$ cat config.mk
export PLATFORM = sky130hd
export DESIGN_NAME = periodic_task_dispatcher
export DESIGN_NICKNAME = d
export VERILOG_FILES = /design/src/hw/rtl/ptd_pkg.sv /design/src/hw/rtl/ptd_ram.sv /design/src/hw/rtl/ptd_div.sv /design/src/hw/rtl/ptd_useq.sv /design/src/hw/rtl/periodic_task_dispatcher.sv
export SDC_FILE = /design/constraint.sdc
export NUM_CORES = 1
export LEC_CHECK = 0
export BUFFER_PORTS_ARGS = -buffer_cell sky130_fd_sc_hd__buf_2
export CORE_MARGIN = 2
export CORE_UTILIZATION = 61
export CTS_CLUSTER_DIAMETER = 80
export DETAILED_ROUTE_END_ITERATION = 8
export GPL_ROUTABILITY_DRIVEN = 0
export HOLD_SLACK_MARGIN = 0.15
export PLACE_DENSITY_LB_ADDON = 0.1
export SYNTH_ARGS = -nofsm -noshare
export SYNTH_HDL_FRONTEND = slang
export SYNTH_SLANG_ARGS = --single-unit
export TNS_END_PERCENT = 100
$ cat constraint.sdc
create_clock -name clk_i -period 9.4 [get_ports clk_i]
set_input_delay 2.82 -clock clk_i [delete_from_list [all_inputs] [get_ports clk_i]]
set_output_delay 2.82 -clock clk_i [all_outputs]
set_load 0.05 [all_outputs]
$ cat src/hw/rtl/ptd_pkg.sv
// shared types, constants and microcode rom of the periodic task dispatcher
package ptd_pkg;

  localparam int unsigned SlotW  = 6;
  localparam int unsigned FreqW  = 20;
  localparam int unsigned TimeW  = 64;
  localparam int unsigned StepW  = 4;
  localparam int unsigned IterW  = 5;

  localparam logic [FreqW-1:0] UsPerSecond = FreqW'(1000000);
  localparam logic [IterW-1:0] DivIters    = IterW'(FreqW);

  localparam logic [1:0] StOk       = 2'd0;
  localparam logic [1:0] StFull     = 2'd1;
  localparam logic [1:0] StZeroFreq = 2'd2;

  localparam logic KindTick = 1'b0;
  localparam logic KindAdd  = 1'b1;

  typedef struct packed {
    logic             kind;
    logic [TimeW-1:0] now_us;
    logic [FreqW-1:0] frequency_hz;
  } in_word_t;

  typedef struct packed {
    logic             fired;
    logic [SlotW-1:0] slot;
    logic [1:0]       status;
  } out_word_t;

  typedef enum logic [3:0] {
    C_NEVER,
    C_ALWAYS,
    C_NO_START,
    C_IS_ADD,
    C_TICK_SKIP,
    C_DUE,
    C_MORE,
    C_ZERO_FREQ,
    C_FULL,
    C_DIV_MORE
  } cond_e;

  typedef enum logic [2:0] {
    E_NONE,
    E_TICK_NONE,
    E_FIRE,
    E_ADD,
    E_ZERO_FREQ,
    E_FULL
  } emit_e;

  typedef struct packed {
    logic  load;
    logic  clr_idx;
    logic  adv;
    logic  wr_lr;
    logic  div_init;
    logic  div_step;
    logic  wr_per;
    emit_e emit;
  } act_t;

  typedef struct packed {
    cond_e            cond;
    logic [StepW-1:0] target;
    act_t             act;
  } ctrl_t;

  // datapath flags tested by the jump conditions
  typedef struct packed {
    logic start;
    logic is_add;
    logic tick_skip;
    logic due;
    logic more;
    logic zero_freq;
    logic full;
    logic div_more;
  } flags_t;

  localparam logic [StepW-1:0] SIdle    = 4'd0;
  localparam logic [StepW-1:0] SDisp    = 4'd1;
  localparam logic [StepW-1:0] STick    = 4'd2;
  localparam logic [StepW-1:0] SRd      = 4'd3;
  localparam logic [StepW-1:0] SEv      = 4'd4;
  localparam logic [StepW-1:0] SNext    = 4'd5;
  localparam logic [StepW-1:0] SNone    = 4'd6;
  localparam logic [StepW-1:0] SFire    = 4'd7;
  localparam logic [StepW-1:0] SAdd     = 4'd8;
  localparam logic [StepW-1:0] SInit    = 4'd9;
  localparam logic [StepW-1:0] SDiv     = 4'd10;
  localparam logic [StepW-1:0] SAddDone = 4'd11;
  localparam logic [StepW-1:0] SZf      = 4'd12;
  localparam logic [StepW-1:0] SFull    = 4'd13;

  function automatic ctrl_t ucode(input logic [StepW-1:0] step);
    ctrl_t c;
    c        = '0;
    c.cond   = C_NEVER;
    c.target = SIdle;
    c.act.emit = E_NONE;
    unique case (step)
      SIdle: begin
        c.act.load = 1'b1;
        c.cond     = C_NO_START;
        c.target   = SIdle;
      end
      SDisp: begin
        c.cond   = C_IS_ADD;
        c.target = SAdd;
      end
      STick: begin
        c.act.clr_idx = 1'b1;
        c.cond        = C_TICK_SKIP;
        c.target      = SNone;
      end
      // table read in flight
      SRd: begin
        c.cond = C_NEVER;
      end
      SEv: begin
        c.cond   = C_DUE;
        c.target = SFire;
      end
      SNext: begin
        c.act.adv = 1'b1;
        c.cond    = C_MORE;
        c.target  = SRd;
      end
      SNone: begin
        c.act.emit = E_TICK_NONE;
        c.cond     = C_ALWAYS;
        c.target   = SIdle;
      end
      SFire: begin
        c.act.wr_lr = 1'b1;
        c.act.emit  = E_FIRE;
        c.cond      = C_ALWAYS;
        c.target    = SIdle;
      end
      SAdd: begin
        c.cond   = C_ZERO_FREQ;
        c.target = SZf;
      end
      SInit: begin
        c.act.div_init = 1'b1;
        c.cond         = C_FULL;
        c.target       = SFull;
      end
      SDiv: begin
        c.act.div_step = 1'b1;
        c.cond         = C_DIV_MORE;
        c.target       = SDiv;
      end
      SAddDone: begin
        c.act.wr_per = 1'b1;
        c.act.emit   = E_ADD;
        c.cond       = C_ALWAYS;
        c.target     = SIdle;
      end
      SZf: begin
        c.act.emit = E_ZERO_FREQ;
        c.cond     = C_ALWAYS;
        c.target   = SIdle;
      end
      SFull: begin
        c.act.emit = E_FULL;
        c.cond     = C_ALWAYS;
        c.target   = SIdle;
      end
      default: begin
        c.cond   = C_ALWAYS;
        c.target = SIdle;
      end
    endcase
    return c;
  endfunction

endpackage

$ cat src/hw/rtl/ptd_ram.sv
// generic single-port-write ram with registered read
module ptd_ram #(
  parameter int unsigned Width = 8,
  parameter int unsigned Depth = 16,
  localparam int unsigned AddrW = (Depth > 1) ? $clog2(Depth) : 1
) (
  input  logic             clk_i,
  input  logic             we_i,
  input  logic [AddrW-1:0] waddr_i,
  input  logic [Width-1:0] wdata_i,
  input  logic [AddrW-1:0] raddr_i,
  output logic [Width-1:0] rdata_o
);

  logic [Width-1:0] mem_q [Depth];
  logic [Width-1:0] rdata_q;

  always_ff @(posedge clk_i) begin
    if (we_i) begin
      mem_q[waddr_i] <= wdata_i;
    end
    rdata_q <= mem_q[raddr_i];
  end

  assign rdata_o = rdata_q;

endmodule

$ cat src/hw/rtl/ptd_div.sv
// restoring divider: one quotient bit per cycle of 1000000 / divisor
module ptd_div (
  input  logic                      clk_i,
  input  logic                      rst_ni,
  input  logic                      init_i,
  input  logic                      step_i,
  input  logic [ptd_pkg::FreqW-1:0] divisor_i,
  output logic [ptd_pkg::FreqW-1:0] quotient_o,
  output logic                      more_o
);

  logic [ptd_pkg::FreqW-1:0] rem_q, rem_d;
  logic [ptd_pkg::FreqW-1:0] quo_q, quo_d;
  logic [ptd_pkg::IterW-1:0] cnt_q, cnt_d;
  logic [ptd_pkg::FreqW:0]   trial;
  logic                      fits;

  assign trial = {rem_q, quo_q[ptd_pkg::FreqW-1]};
  assign fits  = trial >= {1'b0, divisor_i};

  always_comb begin
    rem_d = rem_q;
    quo_d = quo_q;
    cnt_d = cnt_q;
    if (init_i) begin
      rem_d = '0;
      quo_d = ptd_pkg::UsPerSecond;
      cnt_d = ptd_pkg::DivIters;
    end else if (step_i) begin
      rem_d = fits ? ptd_pkg::FreqW'(trial - {1'b0, divisor_i})
                   : ptd_pkg::FreqW'(trial);
      quo_d = {quo_q[ptd_pkg::FreqW-2:0], fits};
      cnt_d = cnt_q - ptd_pkg::IterW'(1);
    end
  end

  always_ff @(posedge clk_i or negedge rst_ni) begin
    if (!rst_ni) begin
      cnt_q <= '0;
    end else begin
      cnt_q <= cnt_d;
    end
  end

  always_ff @(posedge clk_i) begin
    rem_q <= rem_d;
    quo_q <= quo_d;
  end

  assign quotient_o = quo_q;
  // the step that sees a count of one produces the last bit
  assign more_o     = cnt_q != ptd_pkg::IterW'(1);

endmodule

$ cat src/hw/rtl/ptd_useq.sv
// microcode sequencer: step counter, rom lookup and conditional jumps
module ptd_useq (
  input  logic            clk_i,
  input  logic            rst_ni,
  input  ptd_pkg::flags_t flags_i,
  output ptd_pkg::ctrl_t  ctrl_o,
  output logic            busy_o
);

  logic [ptd_pkg::StepW-1:0] upc_q, upc_d;
  ptd_pkg::ctrl_t            ctrl;
  logic                      take;

  assign ctrl = ptd_pkg::ucode(upc_q);

  always_comb begin
    case (ctrl.cond)
      ptd_pkg::C_NEVER:     take = 1'b0;
      ptd_pkg::C_ALWAYS:    take = 1'b1;
      ptd_pkg::C_NO_START:  take = !flags_i.start;
      ptd_pkg::C_IS_ADD:    take = flags_i.is_add;
      ptd_pkg::C_TICK_SKIP: take = flags_i.tick_skip;
      ptd_pkg::C_DUE:       take = flags_i.due;
      ptd_pkg::C_MORE:      take = flags_i.more;
      ptd_pkg::C_ZERO_FREQ: take = flags_i.zero_freq;
      ptd_pkg::C_FULL:      take = flags_i.full;
      ptd_pkg::C_DIV_MORE:  take = flags_i.div_more;
      default:              take = 1'b1;
    endcase
    upc_d = take ? ctrl.target : upc_q + ptd_pkg::StepW'(1);
  end

  always_ff @(posedge clk_i or negedge rst_ni) begin
    if (!rst_ni) begin
      upc_q <= ptd_pkg::SIdle;
    end else begin
      upc_q <= upc_d;
    end
  end

  assign ctrl_o = ctrl;
  assign busy_o = upc_q != ptd_pkg::SIdle;

endmodule

$ cat src/hw/rtl/periodic_task_dispatcher.sv
// periodic task dispatcher top level: slot tables, scan datapath and result register
//
//   channel   direction  handshake                 payload
//   command   in         start && !busy            in_i (ptd_pkg::in_word_t)
//   result    out        done_o, one cycle strobe  result_o (ptd_pkg::out_word_t)
//   config    in         cfg_we_i                  cfg_wdata_i (pause_enable)
//
// a tick skips the scan when paused or empty, else it makes a read-then-compare walk
// through the slot tables until a slot is due or the filled slots run out
// an add runs through the 20-step restoring divider
// the result strobe rises in the cycle after the last step; busy is low in that cycle
// ready right after reset; the receiver cannot stall the result
module periodic_task_dispatcher #(
  parameter int unsigned MAX_TASKS = 10
) (
  input  logic              clk_i,
  input  logic              rst_ni,
  input  logic              start,
  output logic              busy,
  input  ptd_pkg::in_word_t in_i,
  output logic              done_o,
  output ptd_pkg::out_word_t result_o,
  input  logic              cfg_we_i,
  input  logic              cfg_wdata_i
);

  localparam int unsigned IdxW = (MAX_TASKS > 1) ? $clog2(MAX_TASKS) : 1;
  localparam int unsigned CntW = $clog2(MAX_TASKS + 1);

  ptd_pkg::ctrl_t  ctrl;
  ptd_pkg::flags_t flags;

  logic                        pause_q;
  logic                        kind_q;
  logic [ptd_pkg::TimeW-1:0]   now_q;
  logic [ptd_pkg::FreqW-1:0]   freq_q;
  logic [CntW-1:0]             count_q, count_d;
  logic [CntW-1:0]             idx_q, idx_d;
  logic [MAX_TASKS-1:0]        lrv_q, lrv_d;
  logic                        done_q;
  ptd_pkg::out_word_t          out_q, out_d;

  logic [IdxW-1:0]             idx_a;
  logic [IdxW-1:0]             cnt_a;
  logic [ptd_pkg::FreqW-1:0]   per_rdata;
  logic [ptd_pkg::TimeW-1:0]   lr_rdata;
  logic [ptd_pkg::TimeW-1:0]   lr_val;
  logic [ptd_pkg::TimeW-1:0]   elapsed;
  logic [ptd_pkg::FreqW-1:0]   quotient;
  logic                        div_more;
  logic                        accept;

  assign idx_a  = idx_q[IdxW-1:0];
  assign cnt_a  = count_q[IdxW-1:0];
  assign accept = start && !busy;

  ptd_useq u_useq (
    .clk_i   (clk_i),
    .rst_ni  (rst_ni),
    .flags_i (flags),
    .ctrl_o  (ctrl),
    .busy_o  (busy)
  );

  ptd_div u_div (
    .clk_i      (clk_i),
    .rst_ni     (rst_ni),
    .init_i     (ctrl.act.div_init),
    .step_i     (ctrl.act.div_step),
    .divisor_i  (freq_q),
    .quotient_o (quotient),
    .more_o     (div_more)
  );

  ptd_ram #(
    .Width (ptd_pkg::FreqW),
    .Depth (MAX_TASKS)
  ) u_period_ram (
    .clk_i   (clk_i),
    .we_i    (ctrl.act.wr_per),
    .waddr_i (cnt_a),
    .wdata_i (quotient),
    .raddr_i (idx_a),
    .rdata_o (per_rdata)
  );

  ptd_ram #(
    .Width (ptd_pkg::TimeW),
    .Depth (MAX_TASKS)
  ) u_last_run_ram (
    .clk_i   (clk_i),
    .we_i    (ctrl.act.wr_lr),
    .waddr_i (idx_a),
    .wdata_i (now_q),
    .raddr_i (idx_a),
    .rdata_o (lr_rdata)
  );

  // a slot that never fired has a last-run time of zero
  assign lr_val  = lrv_q[idx_a] ? lr_rdata : '0;
  assign elapsed = now_q - lr_val;

  always_comb begin
    flags.start     = start;
    flags.is_add    = kind_q == ptd_pkg::KindAdd;
    flags.tick_skip = pause_q || (count_q == '0);
    flags.due       = elapsed >= ptd_pkg::TimeW'(per_rdata);
    flags.more      = (idx_q + CntW'(1)) != count_q;
    flags.zero_freq = freq_q == '0;
    flags.full      = count_q == CntW'(MAX_TASKS);
    flags.div_more  = div_more;
  end

  always_comb begin
    count_d = count_q;
    idx_d   = idx_q;
    lrv_d   = lrv_q;
    out_d   = out_q;
    if (ctrl.act.clr_idx) begin
      idx_d = '0;
    end else if (ctrl.act.adv) begin
      idx_d = idx_q + CntW'(1);
    end
    if (ctrl.act.wr_lr) begin
      lrv_d[idx_a] = 1'b1;
    end
    case (ctrl.act.emit)
      ptd_pkg::E_TICK_NONE: begin
        out_d = '{fired: 1'b0, slot: '0, status: ptd_pkg::StOk};
      end
      ptd_pkg::E_FIRE: begin
        out_d = '{fired: 1'b1, slot: ptd_pkg::SlotW'(idx_a), status: ptd_pkg::StOk};
      end
      ptd_pkg::E_ADD: begin
        out_d   = '{fired: 1'b0, slot: ptd_pkg::SlotW'(cnt_a), status: ptd_pkg::StOk};
        count_d = count_q + CntW'(1);
      end
      ptd_pkg::E_ZERO_FREQ: begin
        out_d = '{fired: 1'b0, slot: '0, status: ptd_pkg::StZeroFreq};
      end
      ptd_pkg::E_FULL: begin
        out_d = '{fired: 1'b0, slot: '0, status: ptd_pkg::StFull};
      end
      default: begin
        out_d = out_q;
      end
    endcase
  end

  always_ff @(posedge clk_i or negedge rst_ni) begin
    if (!rst_ni) begin
      pause_q <= 1'b0;
      count_q <= '0;
      idx_q   <= '0;
      lrv_q   <= '0;
      done_q  <= 1'b0;
    end else begin
      if (cfg_we_i) begin
        pause_q <= cfg_wdata_i;
      end
      count_q <= count_d;
      idx_q   <= idx_d;
      lrv_q   <= lrv_d;
      done_q  <= ctrl.act.emit != ptd_pkg::E_NONE;
    end
  end

  always_ff @(posedge clk_i) begin
    if (ctrl.act.load && accept) begin
      kind_q <= in_i.kind;
      now_q  <= in_i.now_us;
      freq_q <= in_i.frequency_hz;
    end
    out_q <= out_d;
  end

  assign done_o   = done_q;
  assign result_o = out_q;

  a_count_bound: assert property (@(posedge clk_i) disable iff (!rst_ni)
    count_q <= CntW'(MAX_TASKS))
    else $error("slot fill count above table size");

  a_single_strobe: assert property (@(posedge clk_i) disable iff (!rst_ni)
    done_q |=> !done_q)
    else $error("result strobe held for more than one cycle");

  a_busy_after_accept: assert property (@(posedge clk_i) disable iff (!rst_ni)
    accept |=> busy)
    else $error("accepted word did not start the sequencer");

  a_fired_ok: assert property (@(posedge clk_i) disable iff (!rst_ni)
    done_o && result_o.fired |-> result_o.status == ptd_pkg::StOk
      && ptd_pkg::SlotW'(count_q) > result_o.slot)
    else $error("fired slot outside the filled range");

endmodule
Yosys cells after proc, flatten, opt, wreduce, memory -nomap -nowiden:

Memory sizes are Yosys's and may differ from the RTL's. A register that Yosys moved wholly into a read port is not among the register bits.
Cells that the tools add are included.

* memory bits (writable): 840
* logic and storage cells: 99
* register bits: 163
* memories: 2
* output and inout port bits: 11
* input port bits: 90

Memory list
* u_last_run_ram.mem_q: words 10, bits a word 64, rd ports 1, clocked after Yosys merged registers in 1, write ports 1, RTL line ptd_ram.sv:15 `logic [Width-1:0] mem_q [Depth];`
* u_period_ram.mem_q: words 10, bits a word 20, rd ports 1, clocked after Yosys merged registers in 1, write ports 1, RTL line ptd_ram.sv:15

* bitwise operators: 1
* order comparisons: 4
* $add $sub $neg: 6
* reductions and logical operators: 15
* equal/unequal tests: 29
* mux-type cells: 27

Operator list (count)
* $ge 64x20->1: 1
* $mux 64: 1
* $sub 64x64->64: 1
* $pmux 9 s5: 1
* $eq 4x4->1 const B: 9
* $pmux 4 s9: 1
* $eq 4x3->1 const B: 8
* $pmux 4 s7: 1
* $ge 21x20->1: 1
* $logic_not 20->1: 1
* $mux 20: 1
* $sub 20x20->20: 1
* $eq 4x2->1 const B: 4
* $pmux 3 s5: 1
* $mux 1: 13
* $add 4x1->4 const B: 3
* $logic_not 4->1: 3
* $mux 4: 3
* $mux 5: 2
* $or 10x10->10: 1
* $pmux 1 s9: 1
* $eq 3x2->1 const B: 2
* $eq 3x3->1 const B: 2
* $lt 4x5->1 const B: 1
* other kinds (15): 19

Depth between registers and ports, before layout:

* word-level depth: 7
* mapped depth: 31
* mapped depth without buffers: 29

By module:

From an unflattened synthesis, not the netlist that was laid out.

* cells, all modules: 3235
* area, all modules: 47588.1 µm²

Modules (own cells, without submodules)
* ptd_ram (u_last_run_ram): times used 1, area an instance 26564.2 µm², seq. area each 20499.7 µm², cells each 1376
* periodic_task_dispatcher: times used 1, area an instance 8948.6 µm², seq. area each 3263.1 µm², cells each 967
* ptd_ram (u_period_ram): times used 1, area an instance 8349.3 µm², seq. area each 6406.1 µm², cells each 443
* ptd_div: times used 1, area an instance 3050.4 µm², seq. area each 925.9 µm², cells each 368
* ptd_useq: times used 1, area an instance 675.6 µm², seq. area each 100.1 µm², cells each 81

Least setup slack after synthesis:

Ideal clock, no wire load.

* path kind: register -> register
* start point: reg idx_q[0], in the netlist idx_a[0]
* end point: reg u_useq.upc_q[2] (netlist name)
* path buffers: 4
* data required time: 9.254 ns
* slack: 3.498 ns
* stages on the path, launching flop included: 32
* arrival time: 5.756 ns
* library setup time: 0.146 ns
* clock period less this slack: 5.902 ns
* cells stage by stage: dfrtp_1 clkbuf_1 or2_2 o221ai_1 o31a_1 clkbuf_1 clkbuf_1 nand2_1 ha_1 buf_2 nand4_1 nor3_1 nand2_1 and2_1 o21ai_0 nand3_1 nand2_1 a21o_1 a21oi_1 xnor2_1 ha_1 nand2_1 o221ai_1 a2111oi_0 nand4_1 nor4_1 nand3_1 nor4_1 nand4_1 or4_1 o211ai_2 o211ai_1

* longest elaborated chain between the ends: 7
* elaborated cells on any way between the ends: 9
* classes of those cells: add/sub (2); order compare (1); eq/ne (1); mux (5)

Ends and longest elaborated chain
* start, declared: RTL line periodic_task_dispatcher.sv:38 `logic [CntW-1:0] idx_q, idx_d;`
* start signal, assigned: RTL line periodic_task_dispatcher.sv:162 `idx_q <= idx_d;`
* $bmux 1 s4: RTL line periodic_task_dispatcher.sv:100 `assign lr_val = lrv_q[idx_a] ? lr_rdata : '0;`
* $mux 1 (implied by the code): RTL line periodic_task_dispatcher.sv:100
* $mux 64: RTL line periodic_task_dispatcher.sv:100
* $sub 64x64->64: RTL line periodic_task_dispatcher.sv:101 `assign elapsed = now_q - lr_val;`
* $ge 64x20->1: RTL line periodic_task_dispatcher.sv:107 `flags.due = elapsed >= ptd_pkg::TimeW'(per_rdata);`
* $pmux 1 s9 (*): RTL line ptd_useq.sv:17 `case (ctrl.cond)`
* $mux 4 (*): RTL line ptd_useq.sv:30 `upc_d = take ? ctrl.target : upc_q + ptd_pkg::StepW'(1);`
* net u_useq.upc_d, one bit: RTL line ptd_useq.sv:10 `logic [ptd_pkg::StepW-1:0] upc_q, upc_d;`
* end signal, assigned: RTL line ptd_useq.sv:35 `upc_q <= ptd_pkg::SIdle;`
* end signal, assigned: RTL line ptd_useq.sv:37 `upc_q <= upc_d;`
* end, declared: RTL line ptd_useq.sv:10

Mark *: on every way through the listed nets, which the timed path passes. The rest lies on a longest branch. The select of a mux whose other input is x is not followed.
A chain may end at the register's enable or synchronous reset.

Worst setup path in the final report:

* start point: reg idx_q[0], in the netlist idx_a[0]
* end point: reg u_useq.upc_q[3] (netlist name)

Same word-level chain as after synthesis.

==> results_dict.tcl <==
set metrics [dict create \
    status "completed" \
    place_hpwl_um 60600 \
    reg2reg_from "idx_a[0]" \
    ys_top_cells_by_area "edfxtp_1 61%, mux4_2 8.2%, dfxtp_1 5.4%" \
    clock_skew_ps 23.0 \
    finalWirelength_um 99300 \
    crit_top_cell "nand2_1" \
    setup_viol 0 \
    ys_ff_latch 1085 \
    diodes 0 \
    cp.required_ps 9990 \
    cp_max_fo 63 \
    yosysTopAreaCell "edfxtp_1" \
    synth.most_common_cell "edfxtp_1" \
    slowest_stage "dfrtp_4" \
    critPathKind "reg -> reg" \
    slew_headroom_pct 16.0 \
    grt_first_pass_wirelength_um 155000 \
    clock_latency_ps 670 \
    p_per_area_nw_per_um2 331 \
    ir_worst_vdd_v 0.000208 \
    core_area_sq_um 74400 \
    drc 0 \
    clk_pin_slew_ps 70 \
    cts_tree "done" \
    hold_violations 0 \
    reg2reg_slack_ps 2030 \
    track_usage_pct 25.9 \
    fp-row-count 100 \
    root_buffer "clkbuf_16" \
    critPathCapture "u_useq.upc_q[3]" \
    grt_start_max_net_pins 110 \
    ant_nets 0 \
    worstRegToRegCells 28 \
    r2r-end "u_useq.upc_q[3]" \
    initial_core_util_pct 61.7 \
    drv_cap 0 \
    die_height_um 278 \
    leakagePower_nw 17.5 \
    overflow 0 \
    grt_antenna_before_repair 1 \
    synth_edf_count 932 \
    crit_path_start_kind "register" \
    cts_num_sinks 1085 \
    final_net_count 3254 \
    ys_seq_area_share_pct 67.9 \
    synth_warnings 0 \
    vias 26100 \
    vias_per_cell 6.36 \
    final_layout_size_suffix_gt1_share_pct 17.3 \
    wl_per_cell_um 24.2 \
    post-route-util_pct 68.8 \
    slew_viol_final 0 \
    ios 101 \
    slowest_delay_ps 1020 \
    synth_cell_types 86 \
    crit_path_end_kind "register" \
    async_flop_share_pct 2.67 \
    area_growth_pct 11.5 \
    drt-initial-drc-count 2386 \
    h-tree-depth 3 \
    hold_path_class "reg -> reg" \
    fmax_ghz 0.136 \
    period_share_pct 78.4 \
    tns_ps 0 \
    fin_crit_ps 7370 \
    synthTopCellsByCount "932 x edfxtp_1, 201 x a21oi_1, 187 x nand2_1" \
    cts_resized 0 \
    hold_buffers 0 \
    worst_pin_slew_ps 1250 \
    post-cts-setup-buffers 0 \
    drt_pass1_iterations 6 \
    grt_pass1_vias 26600 \
    die_x_um 278 \
    syn-cell-area_sq_um 45900 \
    syn_area_per_cell_sq_um 15.6 \
    rsz0062_at_grt "no" \
    cp.arrival_ps 7960 \
    io_buffers 98 \
    synth_ff_type "edfxtp_1" \
    synth.top_cell.area_share_pct 60.9 \
    synthCells 2952 \
    cts_buffers 107 \
    die-area_sq_um 77500 \
    cts_buffer_depth 3 \
    whs_path_depth 1 \
    crit_start "idx_a[0]" \
]
==> placed cells by master (no fill, tap or decap), types with 18 or more instances in the layout <==
master,Yosys,layout
clkinv_2,0,19
o21a_1,20,20
nor2b_1,93,93
nand3_1,29,29
xnor2_1,38,38
inv_1,81,81
mux2i_1,109,109
mux4_2,168,168
nand4_1,44,44
nor2_1,93,92
clkbuf_1,90,24
a21oi_1,201,200
nand2_1,187,187
dfxtp_1,124,124
xor2_1,28,28
o21ai_0,94,94
nor4_1,21,21
clkbuf_16,0,112
ha_1,119,119
edfxtp_1,932,932
buf_2,19,98
nor3_1,24,23
dfrtp_1,29,25
a22o_1,18,18
a211oi_1,94,94
a21o_1,23,23
buf_4,2,29
==> layer usage <==
layer	GRT usage, %	part of all wire (%)
met1	35.1	42
met2	43.6	50
met3	4.01	5.3
met4	8.40	3.1
met5	0	0
==> through the flow <==
step / cell area (sq um) / power [mW] / worst slack [ps] / hold slack, ps / cells
finish: 51200 / 16.9 / 2030 / 469 / 4107
global route: 51200 / 17.8 / 1350 / 479 / 4107
CTS: 51200 / 16.9 / 2070 / 467 / 4107
detailed placement: 47400 / 12.4 / 2140 / 453 / 3903
global placement: 47400 / 12.2 / 2370 / 436 / 3903
floorplan: 45900 / 10.8 / 3500 / 426 / 2953
==> cells by family (layout without fill, tap and decap cells) <==
| logic type | count (synthesis) | in the layout | share of synthesized area, % |
|---|---|---|---|
| DFF | 1085 | 1085 | 67.9 |
| adders and majority gates | 121 | 121 | 3.33 |
| muxes | 280 | 280 | 10.7 |
| buffers and inverters | 229 | 414 | 2.02 |
| AOI/OAI and AO/OA | 593 | 593 | 8.48 |
| other | 1 | 2 | 0.00816 |
| and+or+nand+nor | 577 | 577 | 6.31 |
| xor gates and xnor gates | 66 | 66 | 1.26 |
==> worst min path at each step <==
| stage | slack, ps | from | end |
|---|---|---|---|
| 2_1_floorplan | 430 | u_div.rem_q[19] | u_div.rem_q[19] |
| 3_3_place_gp | 440 | u_div.rem_q[19] | u_div.rem_q[19] |
| 3_5_place_dp | 450 | lrv_q[4] | lrv_q[4] |
| 4_1_cts | 470 | lrv_q[4] | lrv_q[4] |
| 5_1_grt | 480 | lrv_q[8] | lrv_q[8] |
| 6_report | 470 | lrv_q[4] | lrv_q[4] |
==> sequential cells by signal (all words and copies together), names as in the netlist, 5 cells and up <==
name                    count
freq_q                     20
now_q                      64
u_div.quotient_o           20
u_div.cnt_q                 5
u_period_ram.rdata_o       20
result_o                    7
u_period_ram.mem_q        200
u_div.rem_q                20
lrv_q                      10
u_last_run_ram.rdata_o     64
u_last_run_ram.mem_q      640
==> critical path, delay by kind of cell, from the launching register on <==
| kind | cells | cell delay, ps |
|---|---|---|
| adder cells (fa/ha/maj) | 2 | 720 |
| AND/OR/NAND/NOR | 15 | 2970 |
| buffers and inverters | 1 | 520 |
| multiplexers | 1 | 180 |
| flip-flops | 1 | 1020 |
| XOR/XNOR | 1 | 200 |
| AO/OA/AOI/OAI | 8 | 1590 |
==> power breakdown <==
part           switching (mW)  leakage, nW  internal, mW
registers               0.484         9.79          5.82
clock network            1.78         1.88          2.76
logic                    3.70         5.79          2.38
==> cell type report <==
type	instances	area, sq um
Timing Repair Buffer	129	748
Clock inverter	52	744
Multi-Input combinational cell	1639	13900
Sequential cell	1085	31200
Inverter	81	304
Tap cell	969	1210
Clock buffer	152	3110
Fill cell	4900	23200
Note: power is estimated with default switching activity, not from simulation.
